$ cat config.mk
export PLATFORM = sky130hd
export DESIGN_NAME = char_lcd_number_formatter
export DESIGN_NICKNAME = d
export VERILOG_FILES = /design/src/rtl/lcdnf_pkg.sv /design/src/rtl/lcdnf_bcd_cell.sv /design/src/rtl/lcdnf_emit.sv /design/src/rtl/char_lcd_number_formatter.sv
export SDC_FILE = /design/constraint.sdc
export NUM_CORES = 1
export LEC_CHECK = 0
export BUFFER_PORTS_ARGS = -buffer_cell sky130_fd_sc_hd__buf_4
export CAP_MARGIN = 30
export CORE_MARGIN = 3
export CORE_UTILIZATION = 35
export CTS_CLUSTER_SIZE = 12
export DETAILED_ROUTE_END_ITERATION = 7
export GPL_TIMING_DRIVEN = 0
export SKIP_LAST_GASP = 1
export SYNTH_ARGS = -nofsm -noshare
export SYNTH_HDL_FRONTEND = slang
export SYNTH_SLANG_ARGS = --single-unit
$ cat constraint.sdc
create_clock -name clk -period 12.7 [get_ports clk]
set_input_delay 2.54 -clock clk [delete_from_list [all_inputs] [get_ports clk]]
set_output_delay 2.54 -clock clk [all_outputs]
set_load 0.01 [all_outputs]
$ cat src/rtl/lcdnf_pkg.sv
package lcdnf_pkg;

	localparam int unsigned VALUE_W = 16;
	localparam int unsigned CNT_W = 5;
	localparam int unsigned POS_W = 4;
	localparam int unsigned BCD_MAX = 5;

	localparam logic [2:0] OP_CHAR = 3'd0;
	localparam logic [2:0] OP_UDEC = 3'd1;
	localparam logic [2:0] OP_SDEC = 3'd2;
	localparam logic [2:0] OP_HEX = 3'd3;
	localparam logic [2:0] OP_BIN = 3'd4;

	localparam logic [7:0] CMD_SET_CURSOR = 8'h80;
	localparam logic [7:0] LINE2_OFFSET = 8'h40;
	localparam logic [7:0] ASCII_ZERO = 8'h30;
	localparam logic [7:0] ASCII_A = 8'h41;
	localparam logic [7:0] ASCII_PLUS = 8'h2B;
	localparam logic [7:0] ASCII_MINUS = 8'h2D;

	typedef struct packed {
		logic [2:0] op;
		logic [1:0] line;
		logic [5:0] column;
		logic [VALUE_W-1:0] value;
		logic [4:0] digit_count;
	} req_t;

	typedef struct packed {
		logic is_data;
		logic [7:0] lcd_byte;
		logic last;
	} result_t;

	// Everything the output sequencer needs for one request.
	typedef struct packed {
		logic [7:0] cmd;
		logic has_pre;
		logic [7:0] pre;
		logic [2:0] op;
		logic [CNT_W-1:0] n_dig;
		logic [POS_W-1:0] lead_k;
		logic [VALUE_W-1:0] value;
		logic [BCD_MAX-1:0][3:0] digits;
	} job_t;

	typedef enum logic [2:0] {
		PH_CMD = 3'b001,
		PH_PRE = 3'b010,
		PH_DIG = 3'b100
	} phase_t;

	// Powers of ten reduced modulo 256.
	function automatic logic [7:0] pow10_mod8(input logic [2:0] e);
		logic [7:0] r;
		begin
			unique case (e)
				3'd0: r = 8'd1;
				3'd1: r = 8'd10;
				3'd2: r = 8'd100;
				3'd3: r = 8'd232;
				3'd4: r = 8'd16;
				default: r = 8'd0;
			endcase
			return r;
		end
	endfunction

endpackage

$ cat src/rtl/lcdnf_bcd_cell.sv
module lcdnf_bcd_cell
	import lcdnf_pkg::*;
(
	input  logic       clk,
	input  logic       clear,
	input  logic       shift,
	input  logic       bit_in,
	output logic [3:0] digit,
	output logic       carry_out
);

	logic [3:0] digit_q;
	logic [3:0] adj;

	// Add three before the shift so the digit never leaves the decimal range.
	assign adj = (digit_q >= 4'd5) ? digit_q + 4'd3 : digit_q;
	assign carry_out = adj[3];
	assign digit = digit_q;

	always_ff @(posedge clk) begin
		if (clear) begin
			digit_q <= 4'd0;
		end else if (shift) begin
			digit_q <= {adj[2:0], bit_in};
		end
	end

endmodule

$ cat src/rtl/lcdnf_emit.sv
module lcdnf_emit
	import lcdnf_pkg::*;
(
	input  logic    clk,
	input  logic    arst_n,
	input  logic    load,
	input  job_t    job,
	output logic    ready,
	output logic    strobe,
	output result_t result
);

	logic occ_q;
	phase_t phase_q;
	logic [POS_W-1:0] k_q;
	job_t job_q;
	logic strobe_q;
	result_t result_q;

	result_t cur;
	phase_t nxt_phase;
	logic [POS_W-1:0] nxt_k;
	logic more;

	logic is_lead;
	logic [3:0] dec_d;
	logic [7:0] lead_dec;
	logic [VALUE_W-1:0] bin_sh;
	logic [3:0] nib;
	logic [7:0] dig_byte;
	logic [POS_W-1:0] first_k;

	assign is_lead = (k_q == job_q.lead_k);
	assign first_k = POS_W'(job_q.n_dig - CNT_W'(1));

	always_comb begin
		lead_dec = 8'd0;
		for (int j = 0; j < BCD_MAX; j++) begin
			if (POS_W'(j) >= k_q) begin
				lead_dec = lead_dec
					+ 8'({4'd0, job_q.digits[j]} * pow10_mod8(3'(j) - k_q[2:0]));
			end
		end
	end

	assign dec_d = (k_q < POS_W'(BCD_MAX)) ? job_q.digits[k_q[2:0]] : 4'd0;
	assign bin_sh = job_q.value >> k_q;
	assign nib = (k_q < POS_W'(4)) ? job_q.value[{k_q[1:0], 2'b00} +: 4] : 4'd0;

	always_comb begin
		unique case (job_q.op)
			OP_UDEC, OP_SDEC: begin
				dig_byte = ASCII_ZERO + (is_lead ? lead_dec : {4'd0, dec_d});
			end
			OP_HEX: begin
				dig_byte = (nib < 4'd10) ? ASCII_ZERO + {4'd0, nib}
					: ASCII_A + {4'd0, nib} - 8'd10;
			end
			OP_BIN: begin
				dig_byte = ASCII_ZERO + (is_lead ? bin_sh[7:0] : {7'd0, job_q.value[k_q]});
			end
			default: begin
				dig_byte = ASCII_ZERO;
			end
		endcase
	end

	always_comb begin
		cur = '0;
		nxt_phase = phase_q;
		nxt_k = k_q;
		more = 1'b0;
		unique case (phase_q)
			PH_CMD: begin
				cur.is_data = 1'b0;
				cur.lcd_byte = job_q.cmd;
				if (job_q.has_pre) begin
					more = 1'b1;
					nxt_phase = PH_PRE;
				end else if (job_q.n_dig != '0) begin
					more = 1'b1;
					nxt_phase = PH_DIG;
					nxt_k = first_k;
				end
			end
			PH_PRE: begin
				cur.is_data = 1'b1;
				cur.lcd_byte = job_q.pre;
				if (job_q.n_dig != '0) begin
					more = 1'b1;
					nxt_phase = PH_DIG;
					nxt_k = first_k;
				end
			end
			PH_DIG: begin
				cur.is_data = 1'b1;
				cur.lcd_byte = dig_byte;
				if (k_q != '0) begin
					more = 1'b1;
					nxt_k = k_q - POS_W'(1);
				end
			end
			default: begin
				cur = '0;
			end
		endcase
		cur.last = !more;
	end

	assign ready = !occ_q || !more;
	assign strobe = strobe_q;
	assign result = result_q;

	always_ff @(posedge clk or negedge arst_n) begin
		if (!arst_n) begin
			occ_q <= 1'b0;
			phase_q <= PH_CMD;
			k_q <= '0;
			strobe_q <= 1'b0;
		end else begin
			strobe_q <= occ_q;
			if (load) begin
				occ_q <= 1'b1;
				phase_q <= PH_CMD;
			end else if (occ_q) begin
				if (!more) begin
					occ_q <= 1'b0;
				end else begin
					phase_q <= nxt_phase;
					k_q <= nxt_k;
				end
			end
		end
	end

	always_ff @(posedge clk) begin
		if (load) begin
			job_q <= job;
		end
		if (occ_q) begin
			result_q <= cur;
		end
	end

endmodule

$ cat src/rtl/char_lcd_number_formatter.sv
// Character-display number formatter.
// A request is taken on a clock edge where start is high and busy is low. It
// carries an operation (character, unsigned, signed, hex or binary), a line, a
// column, a value and a digit count. The block answers with a cursor command
// byte and then the ASCII data bytes, one byte per cycle on result, each marked
// by strobe for exactly one cycle; last flags the final byte of a request.
// A request's value, VALUE_BITS wide (capped at 16), is first converted in a
// row of BCD digit cells with shift-and-add-three, one bit per cycle. It then
// moves to the output sequencer once that is idle or on the last byte of the
// previous request. busy is high after acceptance while the conversion runs,
// and longer only while the sequencer has not yet reached the last byte of the
// previous request; so the next request is converted while the previous one
// is still being sent. A request yields one to MAX_DIGITS + 2 bytes; the rate
// of requests is bounded by the conversion row and the single byte-wide
// output. The receiver cannot stall; every strobed byte is taken.
// Reset clears all control state: nothing is in flight and busy is low.
module char_lcd_number_formatter
	import lcdnf_pkg::*;
#(
	parameter int MAX_DIGITS = 16,
	parameter int VALUE_BITS = 16
) (
	input  logic    clk,
	input  logic    arst_n,
	input  logic    start,
	output logic    busy,
	input  req_t    req,
	output logic    strobe,
	output result_t result
);

	localparam int unsigned VW = (VALUE_BITS < VALUE_W) ? VALUE_BITS : VALUE_W;
	localparam bit HAS_SIGN = (VALUE_BITS <= VALUE_W);
	localparam int unsigned ND = (VW > 13) ? 5 : ((VW > 9) ? 4 : 3);
	localparam int unsigned CCW = $clog2(VW + 1);
	localparam logic [VALUE_W-1:0] VMASK = VALUE_W'((33'h1 << VW) - 33'h1);

	logic accept;
	logic [VALUE_W-1:0] vm;
	logic neg;
	logic [VALUE_W-1:0] mag;
	logic [CNT_W-1:0] cnt;
	logic hex_skip;
	job_t new_job;
	logic [VW-1:0] conv_val;

	logic conv_occ_q;
	logic [CCW-1:0] conv_cnt_q;
	logic [VW-1:0] conv_sr_q;
	job_t pend_q;

	logic conv_done;
	logic shift;
	logic emit_ready;
	logic handoff;
	job_t emit_job;

	logic [ND-1:0][3:0] cell_d;
	logic [ND-2:0] cell_co;

	assign accept = start && !busy;
	assign busy = conv_occ_q;

	assign vm = req.value & VMASK;
	assign neg = HAS_SIGN && vm[VW-1];
	assign mag = (~vm + VALUE_W'(1)) & VMASK;
	assign cnt = (req.digit_count > CNT_W'(MAX_DIGITS)) ? CNT_W'(MAX_DIGITS)
		: req.digit_count;
	assign hex_skip = ((vm >> {cnt, 2'b00}) != '0);
	assign conv_val = (req.op == OP_SDEC && neg) ? mag[VW-1:0] : vm[VW-1:0];

	always_comb begin
		new_job = '0;
		new_job.cmd = CMD_SET_CURSOR + {2'b00, req.column} - 8'd1
			+ ((req.line != 2'd1) ? LINE2_OFFSET : 8'd0);
		new_job.op = req.op;
		new_job.value = vm;
		new_job.lead_k = POS_W'(cnt - CNT_W'(1));
		new_job.has_pre = (req.op == OP_CHAR) || (req.op == OP_SDEC);
		new_job.pre = (req.op == OP_CHAR) ? vm[7:0] : (neg ? ASCII_MINUS : ASCII_PLUS);
		unique case (req.op)
			OP_UDEC, OP_SDEC, OP_BIN: new_job.n_dig = cnt;
			// A leading hex quotient above fifteen prints nothing.
			OP_HEX: new_job.n_dig = (cnt != '0 && hex_skip) ? cnt - CNT_W'(1) : cnt;
			default: new_job.n_dig = '0;
		endcase
	end

	assign conv_done = conv_occ_q && (conv_cnt_q == '0);
	assign shift = conv_occ_q && (conv_cnt_q != '0);
	assign handoff = conv_done && emit_ready;

	always_ff @(posedge clk or negedge arst_n) begin
		if (!arst_n) begin
			conv_occ_q <= 1'b0;
			conv_cnt_q <= '0;
		end else begin
			if (accept) begin
				conv_occ_q <= 1'b1;
				conv_cnt_q <= CCW'(VW);
			end else if (shift) begin
				conv_cnt_q <= conv_cnt_q - CCW'(1);
			end else if (handoff) begin
				conv_occ_q <= 1'b0;
			end
		end
	end

	always_ff @(posedge clk) begin
		if (accept) begin
			conv_sr_q <= conv_val;
			pend_q <= new_job;
		end else if (shift) begin
			conv_sr_q <= conv_sr_q << 1;
		end
	end

	genvar gi;
	generate
		for (gi = 0; gi < ND; gi++) begin : g_cell
			logic bit_in;
			if (gi == 0) begin : g_first
				assign bit_in = conv_sr_q[VW-1];
			end else begin : g_next
				assign bit_in = cell_co[gi-1];
			end
			if (gi == ND - 1) begin : g_top
				lcdnf_bcd_cell u_cell (
					.clk       (clk),
					.clear     (accept),
					.shift     (shift),
					.bit_in    (bit_in),
					.digit     (cell_d[gi]),
					.carry_out ()
				);
			end else begin : g_mid
				lcdnf_bcd_cell u_cell (
					.clk       (clk),
					.clear     (accept),
					.shift     (shift),
					.bit_in    (bit_in),
					.digit     (cell_d[gi]),
					.carry_out (cell_co[gi])
				);
			end
		end
	endgenerate

	always_comb begin
		emit_job = pend_q;
		emit_job.digits = '0;
		for (int i = 0; i < ND; i++) begin
			emit_job.digits[i] = cell_d[i];
		end
	end

	lcdnf_emit u_emit (
		.clk    (clk),
		.arst_n (arst_n),
		.load   (handoff),
		.job    (emit_job),
		.ready  (emit_ready),
		.strobe (strobe),
		.result (result)
	);

endmodule
Word-level counts from Yosys, hierarchy flattened:

Index checks and enable logic that the tools add are counted.

* $add $sub $neg: 27
* multipliers: 5
* div/mod/pow operators: 0
* order comparisons: 16
* equal/unequal tests: 36
* shift-type cells: 3
* multiplexer cells: 62
* bitwise operators: 2
* reductions and logical operators: 34

Operators by type and width (number)
* 8-bit case mux with 5 select lines: 5
* 8-bit two-way mux: 14
* 16-bit two-way mux: 3
* 3-bit by 2-bit equality test with 1-bit output (second input constant): 15
* 4-bit by 8-bit multiplier with 8-bit output: 5
* 4-bit two-way mux: 10
* 8-bit adder: 4
* 9-bit case mux with 3 select lines: 1
* 3-bit by 1-bit equality test with 1-bit output (second input constant): 8
* 3-bit equality test (second input constant): 8
* 8-bit case mux with 3 select lines: 1
* 3-bit two-way mux: 7
* 4-bit by 3-bit greater-or-equal comparator with 1-bit output (second input constant): 5
* 5-bit two-way mux: 4
* 3-bit zero test: 6
* 16-bit by 1-bit adder with 16-bit output (second input constant): 1
* 4-bit by 2-bit adder with 4-bit output (second input constant): 4
* 6-bit by 8-bit adder with 8-bit output (first input constant): 2
* 16-bit NOT: 1
* 16-bit nonzero test: 1
* 16-bit by 5-bit indexed part select with 4-bit output: 1
* 16-bit by 4-bit right shift with 8-bit output: 1
* 16-bit by 7-bit right shift with 16-bit output: 1
* 5-bit nonzero test: 3
* other kinds (44): 74

* bits in registers: 171
* latch bits: 0
* memory bits (writable): 0
* bits in read-only memories: 0
* input port bits: 35
* output and inout bits: 12
* word-level logic and storage cells: 219
* memories: 0

Depth between registers and ports, before layout:

* word-level depth: 18
* gate-level depth with buffers: 42
* depth with buffers taken out: 40

Hierarchy:

From an unflattened synthesis, not the netlist that was laid out.

* cell total of the unflattened synthesis: 1245
* area total of the unflattened synthesis: 12868.6 µm²

By module, submodules not included
* lcdnf_emit: instances 1, cells each 839, area each 8466.9 µm², sequential area each 2478.6 µm²
* char_lcd_number_formatter: instances 1, cells each 251, area each 3100.5 µm², sequential area each 1981.9 µm²
* lcdnf_bcd_cell: instances 5, cells each 31, area each 260.2 µm², sequential area each 80.1 µm²

Worst setup path after synthesis:

OpenSTA, ideal clock, no wires.

* path kind: flip-flop to flip-flop
* from: reg u_emit.k_q[2]
* to: reg u_emit.result_q (netlist bit u_emit.result[8]), data pin
* setup time: 0.135 ns
* data arrival time: 9.745 ns
* data required time: 12.565 ns
* slack: 2.821 ns
* cell stages (with the launch flop): 39
* buffers on the path: 3
* period minus slack after synthesis: 9.879 ns
* path through: dfrtp_1 -> buf_2 -> clkinv_2 -> clkbuf_1 -> ha_1 -> clkbuf_1 -> nor2b_1 -> nand2_1 -> fa_1 -> inv_1 -> fa_1 -> fa_1 -> nand3_1 -> fa_1 -> inv_1 -> ha_1 -> a21o_1 -> nand2_1 -> (+3 left out) -> xor2_1 -> mux2_2 -> fa_1 -> ha_1 -> o21ai_1 -> and3_1 -> nor3_1 -> fa_1 -> ha_1 -> o21a_1 -> o31ai_1 -> a21oi_1 -> xnor2_1 -> o211a_1 -> a311o_1 -> o211a_1 -> or4_1 -> nand3_1

RTL lines
* from (decl): RTL line lcdnf_emit.sv:15 `logic [POS_W-1:0] k_q;`
* from (signal assigned): RTL line lcdnf_emit.sv:130 `k_q <= nxt_k;`
* to (signal assigned): RTL line lcdnf_emit.sv:141 `result_q <= cur;`
* to (decl): RTL line lcdnf_emit.sv:18 `result_t result_q;`

==> metrics.cfg <==
[clock_network]
root_buffer=clkbuf_16
clkSinkCount=171
clockBufferDepth=2
clock_latency_ps=430
cts.repair.resized=0
path_clk_slew_ps=70
htree_levels=4
cts-hold-fix-buffers=0
post_cts_buffers=0
tritoncts=yes
numCtsBuffers=17

[synth]
yosysTopAreaCell=edfxtp_1
synth_cell_type_count=70
ys_ff_latch=171
synth_seq_area_share_pct=38.9
synth_top_area_share_pct=32.7
async_flop_share_pct=8.77
synth_edf_count=136
ys.warnings.count=0
synth_flop_cell=edfxtp_1
synthCells=1214
syn_area_per_cell_sq_um=10.3
syn_nets=1398
synth_area_sq_mm=0.0125
synth_area_leaders=edfxtp_1 33%, fa_1 10%, ha_1 8.4%

[outcome]
status=complete, no violations

[sta]
hold_viol=0
hold_slack_ps=416
slew_headroom_pct=36.7
period_needed_ps=11280
finalCritPeriodShare_pct=88.8
worst_pin_slew_ps=940
final_max_slew_viol_count=0
rsz0062_at_grt=no
setup_tns_ps=0
clock.fmax_mhz=88.6
skew_ps=12.5
setup_viol=0

[grt]
grt_pass1_wl_um=47400
grt_max_degree=43
grt_use_met1_pct=22.6
met3_usage_pct=2.64
top_usage_layer=met2
grt_pass1_vias=8816
gr-total-overflow=0
track_usage_pct=15.5
use_met2_pct=24.2
antenna_found_initial=0

[layout]
antenna_cells=0
fin_util_pct=40.1
layout_common_cells=136 x edfxtp_1, 122 x nand2_1, 99 x inv_1
layout_commonest_cell=edfxtp_1
drive_gt1_share_pct=9.81
areaGrowthSynthToFinish_pct=12.0
fin_nets=1465
fillers=3440

[floorplan]
initial_core_util_pct=35.8
rows=68
dieArea_sq_mm=0.0380
io_pins=47
core_region_area_sq_mm=0.0349
die_h_um=195
die_w_um=195

[critical_path]
end_kind=flop
cp.required_ps=12870
criticalPathCategory=flop to flop
arrival_ps=11450
crit_path_max_incr_delay_ps=600
cpMostUsedCell=fa_1
worst_setup_path_start_kind=flop
crit_fanout=16
cp_slowest_cell=clkbuf_1

[routing]
drtPass1Iterations=5
vias=9094
viasPerCell=5.20
wire_per_inst_um=16.6
drtIter0Drc=807
ant_nets=0
drc=0
drt-total-wl_um=29000

[place]
numPortBuffers=46
gp_congestion=0.859
place_hpwl_um=22900

[power]
max-vdd-ir-drop_uv=226
power.density_mw_per_mm2=288
total_leakage_power_uw=0.00569
total_power_uw=4030

[hold_path]
hold_class=flop to flop

[flow_run]
drv_cap=0

[stage by stage]
stage | std cells | setup slack [ps] | cell area [sq um]
detailed placement | 1717 | 1350 | 13500
global route | 1749 | 680 | 14000
global placement | 1715 | 1350 | 13400
floorplan | 1214 | 2820 | 12500
finish | 1749 | 1420 | 14000
CTS | 1749 | 1330 | 14000
[power breakdown]
| group | switching [uW] | internal (uW) | total [uW] |
|---|---|---|---|
| clock | 220 | 255 | 475 |
| combinational | 1510 | 1110 | 2630 |
| sequential | 122 | 809 | 931 |
[flip-flops by register name, indices dropped and copies added, names as in the netlist]
name,count
u_emit.phase_q,3
conv_sr_q,16
conv_cnt_q,5
busy,1
u_emit.occ_q,1
g_cell.g_top.u_cell.digit,4
u_emit.k_q,4
emit_job,45
u_emit.job_q,65
g_cell.g_mid.u_cell.digit,16
u_emit.result,10
u_emit.strobe,1
[critical path: cells and delay by family (launching register included)]
family | cells | cell delay, ps
AND/OR/NAND/NOR | 9 | 1740
adder cells (fa/ha/maj) | 12 | 5300
AO/OA/AOI/OAI | 8 | 1670
flip-flops | 1 | 430
buffers and inverters | 6 | 1290
XOR/XNOR | 2 | 300
multiplexers | 1 | 280
[synthesized netlist by cell type, types with 21 or more instances]
cell,n
a21oi_1,56
and2_1,33
clkbuf_1,40
edfxtp_1,136
fa_1,65
ha_1,84
inv_1,100
mux4_2,21
nand2_1,122
nand3_1,53
nor2_1,79
nor2b_1,21
o21ai_0,60
o21ai_1,21
xnor2_1,56
[layout make-up]
class	count	area, sq um	area share (%)
inverters	103	388	2.77
plain buffers	52	220	1.57
flip-flops and latches	171	4860	34.7
well taps	455	569	4.07
repair buffers	48	385	2.75
multi-input cells	888	7040	50.3
clock buffers	18	429	3.07
clock inverters	14	111	0.795
[worst paths after layout]
path                                      startpoint                       endpoint  slack, ps  depth (start not counted)
max                        u_emit.k_q[2]$_DFFE_PN0P_     u_emit.result[8]$_DFFE_PP_       1420                         38
min                           emit_job[60]$_DFFE_PP_     u_emit.job_q[60]$_DFFE_PP_        420                          0
max reg2reg                u_emit.k_q[2]$_DFFE_PN0P_     u_emit.result[8]$_DFFE_PP_       1420                         38
min reg2reg                   emit_job[60]$_DFFE_PP_     u_emit.job_q[60]$_DFFE_PP_        420                          0
max in group asynchronous                     arst_n  u_emit.phase_q[0]$_DFFE_PN1P_      10420                          1
min in group asynchronous                     arst_n      u_emit.k_q[3]$_DFFE_PN0P_       2000                          1
[layer usage]
metal  wire length (um)  up-vias
met5                  0        -
met1              13800     4424
met4                542        0
li1                   -     4409
met2              13100      228
met3               1460       33
[kinds of logic (layout without fill, tap and decap cells)]
| group | after synthesis | in the layout | synth area share [%] |
|---|---|---|---|
| compound gates | 236 | 236 | 11.6 |
| xor+xnor | 78 | 78 | 5.80 |
| fa+ha+maj | 149 | 149 | 18.8 |
| buf+inv | 155 | 235 | 4.85 |
| flops | 171 | 171 | 38.9 |
| mux | 34 | 34 | 4.88 |
| simple gates | 391 | 391 | 15.2 |
Note: power is estimated with default switching activity, not from simulation.
